## src/rtl/core/usm_pkg.sv

```systemverilog
package usm_pkg;

  localparam int unsigned FRAC_BITS_DEF  = 16;
  localparam int unsigned INDEX_BITS_DEF = 16;

  localparam int unsigned CFG_W     = 32;
  localparam int unsigned CFG_IDX_W = 3;
  localparam int unsigned IDX_W     = 16;

  // Mesh geometry widths: points per ring, rings, vertex and triangle counts.
  localparam int unsigned P_W   = 9;
  localparam int unsigned R_W   = 8;
  localparam int unsigned N_W   = 17;
  localparam int unsigned T_W   = 18;
  localparam int unsigned DIV_W = 17;

  localparam int unsigned FULL_TURN     = 360;
  localparam int unsigned HALF_TURN     = 180;
  localparam int unsigned THREE_QUARTER = 270;
  localparam int unsigned QUARTER       = 90;
  localparam int unsigned RAMP_TOP      = 235;
  localparam int unsigned RAMP_STEP     = 20;
  localparam int unsigned RAMP_LIMIT    = 13;
  localparam int unsigned STEP_RESET    = 10;

  localparam logic [63:0] DEG_Q30 = 64'd18740330;
  localparam logic [63:0] ONE_Q30 = 64'd1 << 30;

  typedef enum logic [CFG_IDX_W-1:0] {
    CFG_CENTER_X,
    CFG_CENTER_Y,
    CFG_CENTER_Z,
    CFG_RADIUS,
    CFG_STEP,
    CFG_RED,
    CFG_GREEN,
    CFG_BLUE
  } cfg_reg_e;

  typedef enum logic {
    OP_VERTEX   = 1'b0,
    OP_TRIANGLE = 1'b1
  } opcode_e;

  typedef enum logic [1:0] {
    MUL_RXY,
    MUL_Z,
    MUL_X,
    MUL_Y
  } mul_sel_e;

  typedef enum logic [3:0] {
    ST_IDLE,
    ST_SETUP,
    ST_CHECK,
    ST_DIV,
    ST_POST,
    ST_TRI,
    ST_MUL_RXY,
    ST_MUL_Z,
    ST_MUL_X,
    ST_MUL_Y,
    ST_RAMP,
    ST_FINISH
  } state_e;

  typedef struct packed {
    logic     load;
    logic     setup;
    logic     check;
    logic     post;
    logic     tri_calc;
    logic     mul_issue;
    mul_sel_e mul_sel;
    logic     out_load;
  } cmd_t;

  typedef struct packed {
    logic err;
    logic is_tri;
    logic div_busy;
    logic ramp_busy;
  } stat_t;

  typedef struct packed {
    logic       neg;
    logic [6:0] k;
  } trig_ref_t;

  typedef logic [30:0] sin_tab_t [0:90];

  // Sine of whole degrees 0..90 in Q1.30, odd Taylor series up to x^15/15!,
  // each term truncated. Evaluated once at elaboration.
  function automatic sin_tab_t build_sin_tab();
    sin_tab_t    tab;
    logic [63:0] x;
    logic [63:0] x2;
    logic [63:0] term;
    logic [63:0] pos;
    logic [63:0] neg;
    logic [63:0] r;
    logic [63:0] t;
    for (int k = 0; k <= 90; k++) begin
      x    = 64'(k) * DEG_Q30;
      x2   = (x * x) >> 30;
      term = x;
      pos  = x;
      neg  = 64'd0;
      for (int n = 1; n <= 7; n++) begin
        t = (term * x2) >> 30;
        unique case (n)
          1:       term = t / 64'd6;
          2:       term = t / 64'd20;
          3:       term = t / 64'd42;
          4:       term = t / 64'd72;
          5:       term = t / 64'd110;
          6:       term = t / 64'd156;
          default: term = t / 64'd210;
        endcase
        if ((n % 2) == 1) begin
          neg = neg + term;
        end else begin
          pos = pos + term;
        end
      end
      r = (pos > neg) ? pos - neg : 64'd0;
      if (r > ONE_Q30) begin
        r = ONE_Q30;
      end
      tab[k] = r[30:0];
    end
    return tab;
  endfunction

  localparam sin_tab_t SIN_TAB = build_sin_tab();

  // Reduces an angle in 0..359 degrees to a first-quadrant index and a sign.
  function automatic trig_ref_t sin_ref(logic [8:0] a);
    trig_ref_t res;
    if (a <= 9'(QUARTER)) begin
      res.neg = 1'b0;
      res.k   = a[6:0];
    end else if (a <= 9'(HALF_TURN)) begin
      res.neg = 1'b0;
      res.k   = 7'(9'(HALF_TURN) - a);
    end else if (a <= 9'(THREE_QUARTER)) begin
      res.neg = 1'b1;
      res.k   = 7'(a - 9'(HALF_TURN));
    end else begin
      res.neg = 1'b1;
      res.k   = 7'(9'(FULL_TURN) - a);
    end
    return res;
  endfunction

  // Points per ring for a step that divides 180; zero marks a bad step.
  function automatic logic [P_W-1:0] step_points(logic [6:0] d);
    logic [P_W-1:0] p;
    unique case (d)
      7'd1:    p = 9'd360;
      7'd2:    p = 9'd180;
      7'd3:    p = 9'd120;
      7'd4:    p = 9'd90;
      7'd5:    p = 9'd72;
      7'd6:    p = 9'd60;
      7'd9:    p = 9'd40;
      7'd10:   p = 9'd36;
      7'd12:   p = 9'd30;
      7'd15:   p = 9'd24;
      7'd18:   p = 9'd20;
      7'd20:   p = 9'd18;
      7'd30:   p = 9'd12;
      7'd36:   p = 9'd10;
      7'd45:   p = 9'd8;
      7'd60:   p = 9'd6;
      7'd90:   p = 9'd4;
      default: p = 9'd0;
    endcase
    return p;
  endfunction

endpackage

```

## src/rtl/core/usm_ctrl.sv

```systemverilog
module usm_ctrl (
  input  logic           clk_i,
  input  logic           rst_ni,
  input  logic           req_valid_i,
  output logic           req_ready_o,
  output logic           rsp_valid_o,
  input  logic           rsp_ready_i,
  input  usm_pkg::stat_t stat_i,
  output usm_pkg::cmd_t  cmd_o
);

  usm_pkg::state_e state_q, state_d;
  logic            out_full_q, out_full_d;

  always_comb begin
    state_d         = state_q;
    cmd_o           = '0;
    cmd_o.mul_sel   = usm_pkg::MUL_RXY;
    req_ready_o     = 1'b0;
    unique case (state_q)
      usm_pkg::ST_IDLE: begin
        req_ready_o = 1'b1;
        if (req_valid_i) begin
          cmd_o.load = 1'b1;
          state_d    = usm_pkg::ST_SETUP;
        end
      end
      usm_pkg::ST_SETUP: begin
        cmd_o.setup = 1'b1;
        state_d     = usm_pkg::ST_CHECK;
      end
      usm_pkg::ST_CHECK: begin
        cmd_o.check = 1'b1;
        state_d     = usm_pkg::ST_DIV;
      end
      usm_pkg::ST_DIV: begin
        if (stat_i.err) begin
          state_d = usm_pkg::ST_FINISH;
        end else if (!stat_i.div_busy) begin
          state_d = stat_i.is_tri ? usm_pkg::ST_TRI : usm_pkg::ST_POST;
        end
      end
      usm_pkg::ST_TRI: begin
        cmd_o.tri_calc = 1'b1;
        state_d        = usm_pkg::ST_FINISH;
      end
      usm_pkg::ST_POST: begin
        cmd_o.post = 1'b1;
        state_d    = usm_pkg::ST_MUL_RXY;
      end
      usm_pkg::ST_MUL_RXY: begin
        cmd_o.mul_issue = 1'b1;
        cmd_o.mul_sel   = usm_pkg::MUL_RXY;
        state_d         = usm_pkg::ST_MUL_Z;
      end
      usm_pkg::ST_MUL_Z: begin
        cmd_o.mul_issue = 1'b1;
        cmd_o.mul_sel   = usm_pkg::MUL_Z;
        state_d         = usm_pkg::ST_MUL_X;
      end
      usm_pkg::ST_MUL_X: begin
        cmd_o.mul_issue = 1'b1;
        cmd_o.mul_sel   = usm_pkg::MUL_X;
        state_d         = usm_pkg::ST_MUL_Y;
      end
      usm_pkg::ST_MUL_Y: begin
        cmd_o.mul_issue = 1'b1;
        cmd_o.mul_sel   = usm_pkg::MUL_Y;
        state_d         = usm_pkg::ST_RAMP;
      end
      usm_pkg::ST_RAMP: begin
        if (!stat_i.ramp_busy) begin
          state_d = usm_pkg::ST_FINISH;
        end
      end
      usm_pkg::ST_FINISH: begin
        if (!out_full_q || rsp_ready_i) begin
          cmd_o.out_load = 1'b1;
          state_d        = usm_pkg::ST_IDLE;
        end
      end
      default: begin
        state_d = usm_pkg::ST_IDLE;
      end
    endcase
  end

  always_comb begin
    out_full_d = out_full_q;
    if (cmd_o.out_load) begin
      out_full_d = 1'b1;
    end else if (rsp_ready_i) begin
      out_full_d = 1'b0;
    end
  end

  always_ff @(posedge clk_i or negedge rst_ni) begin
    if (!rst_ni) begin
      state_q    <= usm_pkg::ST_IDLE;
      out_full_q <= 1'b0;
    end else begin
      state_q    <= state_d;
      out_full_q <= out_full_d;
    end
  end

  assign rsp_valid_o = out_full_q;

endmodule

```

## config.mk

```make
export PLATFORM = sky130hd
export DESIGN_NAME = usm_ctrl
export DESIGN_NICKNAME = d
export VERILOG_FILES = /design/src/rtl/core/usm_pkg.sv /design/src/rtl/core/usm_ctrl.sv
export SDC_FILE = /design/constraint.sdc
export NUM_CORES = 1
export LEC_CHECK = 0
export ABC_AREA = 1
export BUFFER_PORTS_ARGS = -buffer_cell sky130_fd_sc_hd__buf_2
export CAP_MARGIN = 30
export CORE_AREA = 2 2 39 41
export CTS_BUF_LIST = sky130_fd_sc_hd__clkbuf_8 sky130_fd_sc_hd__clkbuf_16
export DETAILED_ROUTE_END_ITERATION = 10
export DIE_AREA = 0 0 41 43
export MAX_ROUTING_LAYER = met4
export PLACE_DENSITY_LB_ADDON = 0.25
export SYNTH_ARGS = -nofsm -noshare
export SYNTH_HDL_FRONTEND = slang
export SYNTH_SLANG_ARGS = --single-unit
```

## constraint.sdc

```tcl
create_clock -name clk_i -period 1.8 [get_ports clk_i]
set_input_delay 0.18 -clock clk_i [delete_from_list [all_inputs] [get_ports clk_i]]
set_output_delay 0.18 -clock clk_i [all_outputs]
set_load 0.1 [all_outputs]
```

==> impl_metrics.yaml, run 1 <==
final_layout:
  final_nets: 107
  drive_gt1_share_pct: 37.8
  diodes: 0
  areaGrowthSynthToFinish_pct: 44.4
  layoutNonFillerInstCount: 114
setup_path:
  ff2ff_setup_slack_ns: 0.52
  cp.arrival_ns: 1.50
  required_ns: 1.62
  startpoint: "state_q[2]"
  timing.rr.end: "state_q[3]"
  crit_path_start_kind: "flip-flop"
  cp-endpoint: "cmd_o[6]"
  crit_type: "flip-flop to primary output"
  endpoint_kind: "primary output"
  reg2reg_from: "state_q[1]"
  ff2ff_path_depth: 7
  worst-path-max-fanout: 5
place:
  hpwl_um: 816
  port_buffers: 18
  preCtsSetupSlack_ns: 0.316
  dpl.cell_count: 109
  routabilityCongestion: 0.722
sta:
  setup_slack_ns: 0.117
  finalClockSkew_ns: 0.00373
  finalMaxSlewViolations: 0
  tns_ns: 0
  tightestPinTransition_ns: 0.487
  timing.fmax_mhz: 594
  slew_headroom_pct: 67.7
  holdWs_ns: 0.174
  fin_crit_ns: 1.68
  finalCritPeriodShare_pct: 93.5
  setup_viol: 0
  rsz0062_at_grt: "false"
  hold_viol_final: 0
route:
  dr_total_vias: 504
  wl_um: 967
  via_per_inst: 4.42
  drt_iter0_markers: 4
  drc: 0
  detail-route-antenna-nets: 0
  routedWlPerCell_um: 8.48
  dr.pass1.iters: 4
yosys:
  yosysTopAreaCellShare_pct: 26.7
  ys_top_cells_by_area: "dfrtp_1 27%, inv_1 14%, nor2_1 14%"
  yosys.cell_count.top_type: "inv_1"
  synth-edff-count: 0
  synth_nets: 85
  ys_seq_elements: 5
  ys.flop_type: "dfrtp_1"
  yosysUniqueCellTypes: 18
  ys_top_cells_by_count: "18 x inv_1, 17 x nor2_1, 14 x nand2_1"
  async_reset_ff_share_pct: 100
  ys_seq_area_share_pct: 26.7
  synth_top_area_cell: "dfrtp_1"
  syn_inst: 77
  synth_area_um2: 468
  syn_area_per_cell_um2: 6.08
  synth.yosys.warnings: 0
clock_tree:
  clock_latency_ns: 0.22
  cts_tree: "done"
  cts_buffers: 3
  clockRootBuffer: "clkbuf_8"
  cts_buffer_depth: 2
  clock_sinks: 5
  htreeDepth: 1
  clk_pin_slew_ns: 0.04
global_routing:
  grt_max_degree: 9
  antenna_found_initial: 0
  grt_pass1_wl_um: 1640
  overflow: 0
  grt_use_total_pct: 13.9
  grt_pass1_vias: 421
hold_path:
  whs_path_depth: 2
  hold_class: "primary input to flip-flop"
floorplan:
  die-area_um2: 1760
  rows: 14
  die_h_um: 43
  die_w_um: 41
  io_pins: 19
  core_area_um2: 1380
  start_util_pct: 33.8
job:
  maxCapViolations: 0
run_status:
  outcome: "complete, no violations"
## kinds of logic after synthesis
group                  count (synthesis)  synth area share [%]
AND/OR/NAND/NOR                       44                  45.2
AO/OA/AOI/OAI                          7                  8.82
flip-flops                             5                  26.7
buffers and inverters                 21                  19.2
## critical path: stages, from the launching register on
cell,delay (ns)
dfrtp_1,0.42
nor2_2,0.20
inv_1,0.10
nor3_2,0.11
buf_2,0.44
## placed cells by master, fill, tap and decap left out, types with 3 or more instances in the layout
master | netlist | layout
inv_1 | 18 | 19
nand2_1 | 14 | 14
nor2_1 | 17 | 14
buf_2 | 0 | 14
nor2_2 | 3 | 5
dfrtp_1 | 5 | 5
o21ai_0 | 3 | 3
clkbuf_8 | 0 | 3
## sequential cells by signal, indices dropped and copies added, names as in the netlist
| name | flops |
|---|---|
| state_q | 4 |
| rsp_valid_o | 1 |
## per-stage QoR
stage	area, um^2	util (%)
floorplan	494	-
CTS	671	48.5
global route	676	48.8
finish	676	48.8
detailed placement	616	44.5
global placement	616	44.5
## routing by layer
layer	global-route usage (%)	part of all wire (%)
met4	4.00	1.0
met5	-	0
met1	16.3	44
met2	21.6	50
met3	4.71	4.0
## what timing repair did
action / in CTS / in global routing
setup buffers: 0 / 0
resized for setup: 0 / 2
hold buffers: 1 / 0
hold endpoints to repair: 5 / 0
endpoints found under the setup margin: 0 / 2
## final cells by class
cell class                 count  area, um^2
multi-input combinational     51         279
clock buffer                   3        41.3
tap                           16        20.0
fill                         141         708
inverter                      19        71.3
timing repair buffer          19         135
clock inverter                 1        3.75
sequential                     5         125
## how the worst min path moves through the flow
stage / startpoint / endpoint / slack, ns
after floorplan: rst_ni / rsp_valid_o / -0.12
after global placement: rst_ni / rsp_valid_o / -0.003
after detailed placement: rst_ni / rsp_valid_o / -0.002
after CTS: rsp_ready_i / rsp_valid_o / 0.18
after global routing: rsp_ready_i / rsp_valid_o / 0.20
final: rsp_ready_i / rsp_valid_o / 0.17
Power of run 1 is left out: the tool's default activity adds up to more than one toggle a clock period on the data nets, which glitch-free logic cannot reach.
==> run 2: changes to the inputs <==
- CELL_PAD_IN_SITES_DETAIL_PLACEMENT: unset -> 1
- CELL_PAD_IN_SITES_GLOBAL_PLACEMENT: unset -> 1
- CORE_AREA: 2 2 39 41 -> unset
- CORE_MARGIN: unset -> 2
- CORE_UTILIZATION: unset -> 32
- DIE_AREA: 0 0 41 43 -> unset
==> impl_metrics.yaml, run 2 (same netlist as run 1, synthesis figures left out) <==
run_status:
  outcome: "complete, no violations"
clock_tree:
  clock_sinks: 5
  clk_pin_slew_ns: 0.04
  clockRootBuffer: "clkbuf_8"
  post_cts_buffers: 0
  cts_tree: "done"
  htreeDepth: 1
  cts_buffer_depth: 2
  clock_latency_ns: 0.22
  cts_buffers: 3
global_routing:
  overflow: 0
  antenna_found_initial: 0
  grt_max_degree: 9
  grt_pass1_wl_um: 2140
  grt_use_total_pct: 16.6
  grt_pass1_vias: 509
place:
  port_buffers: 18
  placed_area_um2: 614
  routabilityCongestion: 0.751
  preCtsSetupSlack_ns: 0.270
  hpwl_um: 1150
final_layout:
  final_nets: 107
  multi_input_comb_area_um2: 279
  layout_common_cells: "18 x inv_1, 14 x nand2_1, 14 x nor2_1"
  regMostFlops: "state_q"
  finalInstanceArea_um2: 682
  register_area_um2: 126
  fillCellCount: 184
  areaGrowthSynthToFinish_pct: 45.7
  largest_reg_flops: 4
  final_common_cell: "inv_1"
  drive_gt1_share_pct: 39.8
  diodes: 0
setup_path:
  reg2reg_from: "state_q[2]"
  endpoint_kind: "primary output"
  worst-path-max-fanout: 5
  ff2ff_path_depth: 8
  crit_path_start_kind: "flip-flop"
  cp.arrival_ns: 1.52
  ff2ff_setup_slack_ns: 0.48
  timing.rr.end: "state_q[0]"
  cp-endpoint: "cmd_o[2]"
  required_ns: 1.62
  slowest_stage: "dfrtp_1"
  crit_type: "flip-flop to primary output"
  cp_cell_sequence: "nor2_2 -> inv_1 -> nor2_4 -> buf_2"
  crit_path_max_incr_delay_ns: 0.42
  startpoint: "state_q[2]"
sta:
  finalCritPeriodShare_pct: 94.4
  setup_slack_ns: 0.101
  timing.fmax_mhz: 589
  hold_viol_final: 0
  finalMaxSlewViolations: 0
  fin_crit_ns: 1.70
  finalClockSkew_ns: 0.00398
  setup_viol: 0
  slew_headroom_pct: 67.7
  tns_ns: 0
  rsz0062_at_grt: "false"
  tightestPinTransition_ns: 0.488
floorplan:
  io_pins: 19
  start_util_pct: 35.1
  die_h_um: 42.2
  rows: 13
  core_area_um2: 1330
  die-area_um2: 1780
  die_w_um: 42.2
route:
  wl_um: 1320
  detail-route-antenna-nets: 0
  via_per_inst: 4.60
  dr.pass1.iters: 3
  routedWlPerCell_um: 11.7
  drc: 0
  drt_iter0_markers: 1
  dr_total_vias: 520
job:
  maxCapViolations: 0
hold_path:
  hold_class: "primary input to flip-flop"
run 2: changes by cell type in the layout (fill, tap and decap cells not counted):
| cell | before | now |
|---|---|---|
| buf_2 | 14 | 12 |
| clkbuf_4 | 2 | 4 |
| clkinv_2 | 0 | 1 |
| dfrtp_1 | 5 | 4 |
| dfrtp_2 | 0 | 1 |
| inv_1 | 19 | 18 |
run 2: how the worst min path moves through the flow:
stage | from | endpoint | cells past startpoint
after floorplan | rst_ni | rsp_valid_o | 0
after global placement | rst_ni | rsp_valid_o | 1
after detailed placement | rst_ni | state_q[3] | 1
after CTS | rsp_ready_i | rsp_valid_o | 2
after global routing | rsp_ready_i | rsp_valid_o | 2
final | rsp_ready_i | rsp_valid_o | 2
run 2: stage by stage:
stage               std cells  util [%]  hold slack (ns)
floorplan                  77         -           -0.116
global placement          108      46.1         -0.00696
detailed placement        108      46.1        0.0000350
CTS                       113      50.3            0.196
global route              113      51.1            0.233
finish                    113      51.1            0.203
run 2: critical path: cells and delay by family, from the launching register on:
family | cells | cell delay (ns)
flip-flops | 1 | 0.42
AND/OR/NAND/NOR | 2 | 0.32
buffers and inverters | 2 | 0.54
run 2: area by class of cell:
type	instances	share of cell area (%)
multi-input combinational	51	40.9
timing repair buffer	19	20.6
sequential	5	18.5
inverter	19	10.5
clock buffer	3	6.06
tap	15	2.75
clock inverter	1	0.734
run 2: routing by layer:
| layer | GRT usage [%] | up-vias | share of wire [%] |
|---|---|---|---|
| li1 | - | 269 | - |
| met1 | 18.0 | 235 | 40 |
| met2 | 30.5 | 14 | 54 |
| met3 | 1.29 | 2 | 3.3 |
| met4 | 7.50 | 0 | 1.7 |
| met5 | - | - | 0 |
run 2: timing repair:
item,in CTS,in global routing
endpoints found under the hold margin,5,0
resized for setup,0,5
hold buffers,1,0
endpoints found under the setup margin,0,6
Power of run 2 is left out for the same reason.
==> run 3: changes to the inputs <==
- CORE_UTILIZATION: 32 -> 29
- MAX_ROUTING_LAYER: met4 -> unset
- clock period: 1.8 -> 1.9 ns (I/O delays scaled with it)
==> impl_metrics.yaml, run 3 (same netlist as run 1, synthesis figures left out) <==
route:
  routedWlPerCell_um: 10.9
  dr.pass1.iters: 4
  detail-route-antenna-nets: 0
  drt_iter0_markers: 7
  wl_um: 1250
  via_per_inst: 4.61
  dr_total_vias: 525
  drc: 0
run_status:
  outcome: "complete, no violations"
clock_tree:
  htreeDepth: 1
  clockRootBuffer: "clkbuf_8"
  clock_latency_ns: 0.22
  cts_tree: "done"
  clk_pin_slew_ns: 0.03
  cts_buffer_depth: 2
  post_cts_buffers: 0
  cts_buffers: 3
  clock_sinks: 5
setup_path:
  cp.arrival_ns: 1.55
  ff2ff_path_depth: 7
  slowest_stage: "dfrtp_1"
  worst-path-max-fanout: 7
  crit_path_start_kind: "flip-flop"
  crit_path_max_incr_delay_ns: 0.52
  cp_cell_sequence: "nand2_2 -> inv_2 -> nand2_1 -> nor2_1 -> buf_2"
  ff2ff_setup_slack_ns: 0.56
  reg2reg_from: "state_q[1]"
  timing.rr.end: "state_q[3]"
  crit_type: "flip-flop to primary output"
  endpoint_kind: "primary output"
  required_ns: 1.71
final_layout:
  layout_common_cells: "19 x inv_1, 16 x buf_2, 14 x nand2_1, 14 x nor2_1, 5 x nor2_2"
  regMostFlops: "state_q"
  largest_reg_flops: 4
  diodes: 0
  drive_gt1_share_pct: 38.8
  fin_util_pct: 43.8
  layoutNonFillerInstCount: 114
  areaGrowthSynthToFinish_pct: 40.9
  final_nets: 107
  final_common_cell: "inv_1"
  finalInstanceArea_um2: 659
job:
  maxCapViolations: 0
sta:
  rsz0062_at_grt: "false"
  finalMaxSlewViolations: 0
  hold_viol_final: 0
  finalCritPeriodShare_pct: 91.8
  timing.fmax_mhz: 573
  setup_viol: 0
  slew_headroom_pct: 67.8
  finalClockSkew_ns: 0.00127
  fin_crit_ns: 1.74
  tightestPinTransition_ns: 0.487
global_routing:
  grt_max_degree: 9
  grt_pass1_wl_um: 2100
  overflow: 0
  grt_pass1_vias: 535
  grt_use_total_pct: 15.3
  antenna_found_initial: 0
hold_path:
  hold_start: "rsp_ready_i"
  whs_endpoint: "rsp_valid_o"
  whs_path_depth: 2
  hold_class: "primary input to flip-flop"
place:
  hpwl_um: 1080
  port_buffers: 18
  dpl.cell_count: 109
  placed_area_um2: 601
  routabilityCongestion: 0.778
floorplan:
  start_util_pct: 31.1
  die-area_um2: 1950
  io_pins: 19
  core_area_um2: 1510
  die_w_um: 44.2
  die_h_um: 44.2
  rows: 14
run 3: cell count changes in the layout (fill, tap and decap cells not counted):
cell | previous run | this run
clkinv_2 | 1 | 0
buf_12 | 2 | 1
inv_1 | 18 | 19
buf_2 | 12 | 16
clkbuf_4 | 4 | 1
run 3: timing repair:
action | 4_1_cts | 5_1_grt
endpoints found under the setup margin | 0 | 1
endpoints found under the hold margin | 5 | 0
gates resized for setup | 0 | 2
hold buffers | 1 | 0
run 3: worst max path at each step:
stage	start	to	slack [ns]	cells past startpoint
2_1_floorplan	state_q[2]	cmd_o[6]	-0.13	3
3_3_place_gp	state_q[0]	cmd_o[1]	0.27	7
3_5_place_dp	state_q[0]	cmd_o[1]	0.26	7
4_1_cts	state_q[0]	cmd_o[1]	0.02	7
5_1_grt	state_q[1]	cmd_o[8]	0.02	4
6_report	state_q[1]	cmd_o[0]	0.16	5
run 3: cell type report:
type / instances / area (um^2)
inverters: 19 / 71.3
fillers: 215 / 847
clock buffers: 3 / 41.3
well taps: 16 / 20.0
multi-input cells: 51 / 279
repair buffers: 19 / 118
flip-flops and latches: 5 / 126
clock inverters: 1 / 3.75
run 3: stage by stage:
step,setup TNS (ns),worst slack [ns],hold slack (ns)
floorplan,-0.221,-0.126,-0.106
global placement,0,0.273,0.00288
detailed placement,0,0.259,0.00893
CTS,0,0.0220,0.203
global route,0,0.0206,0.221
finish,0,0.155,0.207
run 3: layer usage:
metal  track usage, %  vias to the layer above  wire, um
li1                 -                      274         -
met1             16.0                      237       516
met2             28.8                       12       661
met3            0.408                        2        52
met4             10.9                        0        17
met5                0                        -         0
run 3: critical path, delay by kind of cell (launching register included):
family	cells	cell delay [ns]
buf+inv	2	0.53
flops	1	0.52
simple gates	3	0.28
Power of run 3 is left out for the same reason.
